**src/rtl/core/qlr_pkg.sv**
```systemverilog
// Package for the quantized linear requantization block.
// Holds sizes, register indexes, item kinds, payload structs and the state type.
`timescale 1ns / 1ps
package qlr_pkg;
	localparam int MAX_IN = 1024;
	localparam int MAX_OUT = 64;
	localparam int COL_W = $clog2(MAX_IN);
	localparam int ROW_W = $clog2(MAX_OUT);
	localparam int WADDR_W = COL_W + ROW_W;
	localparam int CNT_W = COL_W + 1;
	localparam int CFG_IDX_W = 3;
	localparam int CFG_DATA_W = 31;

	typedef enum logic [CFG_IDX_W-1:0] {
		REG_SIGNED_MODE = 3'd0,
		REG_INPUT_ZP = 3'd1,
		REG_WEIGHT_ZP = 3'd2,
		REG_SCALE_MULT = 3'd3,
		REG_SCALE_SHIFT = 3'd4,
		REG_OUTPUT_ZP = 3'd5,
		REG_ROW_LENGTH = 3'd6,
		REG_OUTPUT_COUNT = 3'd7
	} reg_idx_t;

	typedef enum logic [1:0] {
		KIND_WEIGHT = 2'd0,
		KIND_BIAS = 2'd1,
		KIND_ACT = 2'd2,
		KIND_NONE = 2'd3
	} kind_t;

	typedef struct packed {
		logic [1:0] kind;
		logic [5:0] out_row;
		logic [9:0] in_column;
		logic [7:0] data_byte;
		logic signed [31:0] bias_word;
		logic row_end;
	} item_t;

	typedef struct packed {
		logic [5:0] result_index;
		logic [7:0] result_byte;
		logic result_last;
	} result_t;

	typedef enum logic [2:0] {
		ST_IDLE,
		ST_BIAS,
		ST_MAC,
		ST_DRAIN,
		ST_REQ
	} state_t;
endpackage

```
**src/rtl/core/qlr_requant.sv**
```systemverilog
// Multi-cycle exact requantization of one 32-bit accumulator to a byte.
// Depends on qlr_pkg.
`timescale 1ns / 1ps
module qlr_requant import qlr_pkg::*; (
	input  logic               clk,
	input  logic               arst_n,
	input  logic               go,
	input  logic [31:0]        acc,
	input  logic [30:0]        mult,
	input  logic [5:0]         shift,
	input  logic [8:0]         ozp,
	input  logic               smode,
	output logic               done,
	output logic [7:0]         byte_out
);
	logic [2:0] step_q;
	logic [31:0] mag_q;
	logic neg_q;
	logic [62:0] prod_q;
	logic [5:0] sh_q;
	logic [63:0] q_s;
	logic [63:0] r_s;
	logic [63:0] half_s;
	logic rnd_s;
	logic [63:0] qr_q;
	logic signed [66:0] v_s;
	logic signed [66:0] lo_s;
	logic signed [66:0] hi_s;
	logic signed [66:0] sat_s;

	// The product -acc*mult has the sign opposite to acc.
	always_ff @(posedge clk or negedge arst_n) begin
		if (!arst_n) begin
			step_q <= 3'd0;
		end else if (go) begin
			step_q <= 3'd1;
		end else if (step_q != 3'd0) begin
			step_q <= (step_q == 3'd4) ? 3'd0 : step_q + 3'd1;
		end
	end

	assign q_s = {1'b0, prod_q} >> sh_q;
	assign r_s = {1'b0, prod_q} & ((64'd1 << sh_q) - 64'd1);
	assign half_s = (sh_q == 6'd0) ? 64'd0 : (64'd1 << (sh_q - 6'd1));
	assign rnd_s = (sh_q != 6'd0) && ((r_s > half_s) || ((r_s == half_s) && q_s[0]));

	always_ff @(posedge clk) begin
		if (go) begin
			neg_q <= !acc[31] && (acc != 32'd0);
			mag_q <= acc[31] ? (~acc + 32'd1) : acc;
			sh_q <= 6'd31 - shift;
		end
		if (step_q == 3'd1) begin
			prod_q <= 63'(mag_q) * 63'(mult);
		end
		if (step_q == 3'd2) begin
			qr_q <= q_s + {63'd0, rnd_s};
		end
	end

	assign lo_s = smode ? -67'sd128 : 67'sd0;
	assign hi_s = smode ? 67'sd127 : 67'sd255;
	assign v_s = (neg_q ? -$signed({3'b000, qr_q}) : $signed({3'b000, qr_q}))
		+ 67'(signed'(ozp));
	assign sat_s = (v_s < lo_s) ? lo_s : ((v_s > hi_s) ? hi_s : v_s);

	always_ff @(posedge clk) begin
		if (step_q == 3'd3) begin
			byte_out <= sat_s[7:0];
		end
	end
	assign done = (step_q == 3'd4);
endmodule

```
**config.mk**
```make
export PLATFORM = sky130hd
export DESIGN_NAME = qlr_requant
export DESIGN_NICKNAME = d
export VERILOG_FILES = /design/src/rtl/core/qlr_pkg.sv /design/src/rtl/core/qlr_requant.sv
export SDC_FILE = /design/constraint.sdc
export NUM_CORES = 2
export LEC_CHECK = 0
export ABC_AREA = 1
export BUFFER_PORTS_ARGS = -buffer_cell sky130_fd_sc_hd__buf_2
export CORE_MARGIN = 3
export CORE_UTILIZATION = 23
export DETAILED_ROUTE_END_ITERATION = 8
export PLACE_DENSITY = 0.42
export SYNTH_ARGS = -nofsm -noshare
export SYNTH_HDL_FRONTEND = slang
export SYNTH_SLANG_ARGS = --single-unit
```
**constraint.sdc**
```tcl
create_clock -name clk -period 10.5 [get_ports clk]
set_clock_uncertainty 0.15 [all_clocks]
set_input_delay 2.1 -clock clk [delete_from_list [all_inputs] [get_ports clk]]
set_output_delay 2.1 -clock clk [all_outputs]
set_load 0.01 [all_outputs]
```
==> run metrics <==
DRT Pass-1 Iters 7; die width 507 um; GPL Wtd Cong 0.893; dpl cell area 62000 um^2; # Max-Cap Violations 0; register bit total from synthesis 177; DRT Wirelength between 200 and 250 mm; CP Launch Type input pin; RR Startpoint sh_q[3]$_DFFE_PP_; Worst Path Max Fanout 18; post-synthesis compound-gate area fraction 5.97%; Synth Instances 8282; worst min-delay path class flop to flop; via count 51100; Sink Count approximately 180; # hold bufs at CTS 0; unrepaired setup endpoints after global routing false; number of vias per cell 4.43; EDFF count, synth 174; Root Driver clkbuf_16; most used cell, CP fa_1; setup_tns 0 ns; HP Start step_q[1]$_DFFE_PN0P_; Critical Path Slowest Stage Cell fa_1; mux cell area share after synthesis 0.0347%; post-layout min period about 9.4 ns; Synth async-reset ratio under 10%; grt total ovfl 0; largest net degree at the start of global routing 75; vias in the first global route 53800; Hold Path Sink step_q[1]$_DFFE_PN0P_; r2r endpoint qr_q[60]$_DFFE_PN_; f_max around 0.11 GHz; io pins 91; headroom to the max-slew limit 22.8%; largest family of logic cells by synthesized area adder cells; Avg Cell Area, Syn 6.97 um^2; Iteration-0 DRC Markers around 3200; H-tree Lvls 4; status finished clean; FILL cells 28200; Post-Syn Area 57800 um^2; Reg clk slew, reported paths ~0.1 ns; Setup Fix Bufs, Post-CTS 0; initial antenna violation count 8; Worst-Margin Slew 1.16 ns; r2r setup slk 1.80 ns; Worst path top cell family by delay adder cells; remaining antenna violation count 0; Distinct cells, synth 66; Syn Nets between 9000 and 10000; Worst Path Buf+Inv 8; Worst Reg2Reg Path Length in Cells 37; Synth Area in Simple Gates 26.5%; Top FF cell, synth edfxtp_1; CTS Buf Count 17; port bufs 90; core area 249000 um^2; placed wire-length estimate 181 mm; die height around 510 um; worst-skew pair later-pin latency 0.55 ns; final setup vio count 0; wire per inst 18.4 um; crit end category flop; share of cells above drive strength 1 4.28%; CP Class input pin to flop; std cell rows 183; CP Data Arrival Time 9.54 ns; Residual DRC 0; Layout Cell Area excl Fill approximately 63000 um^2; hold path depth 2; cts repair resizes 0; Post-Synth XOR/XNOR Area approximately 3.3%; Critical Path RT ~11 ns; total track usage 16.6%; period utilisation layout 89.7%; Max Buffers Root-to-Sink 2; adder-cell share of the synthesized area 39.9%; share of the synthesized area in the top cell type 30.1%; Nets 9608; first-pass GRT wire length 328 mm; CP max stage delay around 0.55 ns; Final Hold Vio Count 0; YS warnings 0; Initial Utilization 23.2%; sequential area share after synthesis 9.18%; dominant cells by area after synthesis fa_1 30%, nand2_1 15%, inv_1 13%, ha_1 9.9%, edfxtp_1 9.0%; Final Max Tran Viols 0; Synth area leader fa_1; Area growth syn-to-layout 8.42%; die area between 200000 and 300000 um^2; TritonCTS clock tree done
## stage by stage
step                      utilization [%]  instances  setup slack (ns)  hold WS (ns)
final                                25.1      11500              1.08         0.495
after global routing                 25.1      11500             0.727         0.567
after CTS                            25.1      11500              1.07         0.496
after detailed placement             24.9      11500             0.477         0.482
after global placement               24.9      11500             0.555         0.470
after floorplan                         -       8282              1.58         0.398
## cell usage in the layout, fill, tap and decap left out, types with 26 or more instances in the layout
master,instances
xor2_1,148
buf_2,90
nor2_1,618
nand4_1,71
o21ai_0,128
xnor2_1,67
nor4_1,34
nand2_1,2318
fa_1,867
o211ai_1,32
inv_2,26
a31oi_1,39
o21ai_1,78
nand3_1,418
edfxtp_1,174
inv_1,1952
ha_1,456
a21oi_1,240
buf_4,94
nor3_1,92
## layout make-up
class	instances	area [um^2]	share of cell area [%]
multi-input cells	5834	43800	69.9
repair buffers	192	1320	2.10
clock inverters	15	209	0.334
clock buffers	17	425	0.679
well taps	3330	4170	6.65
inverters	1981	7440	11.9
flip-flops and latches	177	5300	8.46
diodes	2	5.00	0.00799
## state kept, by name, indices dropped and copies added, names as in the netlist
name,flops
byte_out,8
mag_q,32
neg_q,1
prod_q,63
qr_q,64
sh_q,6
step_q,3
## logic make-up (layout without fill, tap and decap cells)
| logic type | count (synthesis) | count (layout) |
|---|---|---|
| DFF | 177 | 177 |
| muxes | 2 | 2 |
| AOI/OAI and AO/OA | 608 | 608 |
| other | 0 | 2 |
| buffers and inverters | 2271 | 2205 |
| xor gates and xnor gates | 215 | 215 |
| adders and majority gates | 1323 | 1323 |
| and+or+nand+nor | 3686 | 3686 |
## per-layer routing
metal	vias to the layer above	GRT usage (%)	part of all wire (%)
li1	24700	-	-
met1	25100	22.1	45
met2	1129	28.7	48
met3	198	2.03	4.3
met4	6	3.90	2.4
met5	-	0	0.018
## worst min-delay path: cells and delay by family, from the launching register on
| kind | cells | cell delay [ns] |
|---|---|---|
| flip-flops | 1 | 0.42 |
| buffers and inverters | 1 | 0.10 |
| AO/OA/AOI/OAI | 1 | 0.09 |
## worst max-delay path by stage
stage	from	endpoint	slack, ns	depth (start not counted)
2_1_floorplan	mult[21]	prod_q[57]$_DFFE_PN_	1.58	29
3_3_place_gp	mult[4]	prod_q[42]$_DFFE_PN_	0.55	28
3_5_place_dp	mult[12]	prod_q[42]$_DFFE_PN_	0.48	26
4_1_cts	mult[12]	prod_q[42]$_DFFE_PN_	1.07	26
5_1_grt	mult[12]	prod_q[42]$_DFFE_PN_	0.73	26
6_report	mult[12]	prod_q[42]$_DFFE_PN_	1.08	26
## cells in the mapped netlist (all sizes together), types with 104 or more instances
library cell and count:
ha 456, inv 1979, nor3 104, clkbuf 208, a21oi 240, edfxtp 174, nand2 2337, o21ai 218
nand3 428, xor2 148, fa 867, nor2 650
Power is left out: the tool's default activity adds up to more than one toggle a clock period on the data nets, which glitch-free logic cannot reach.
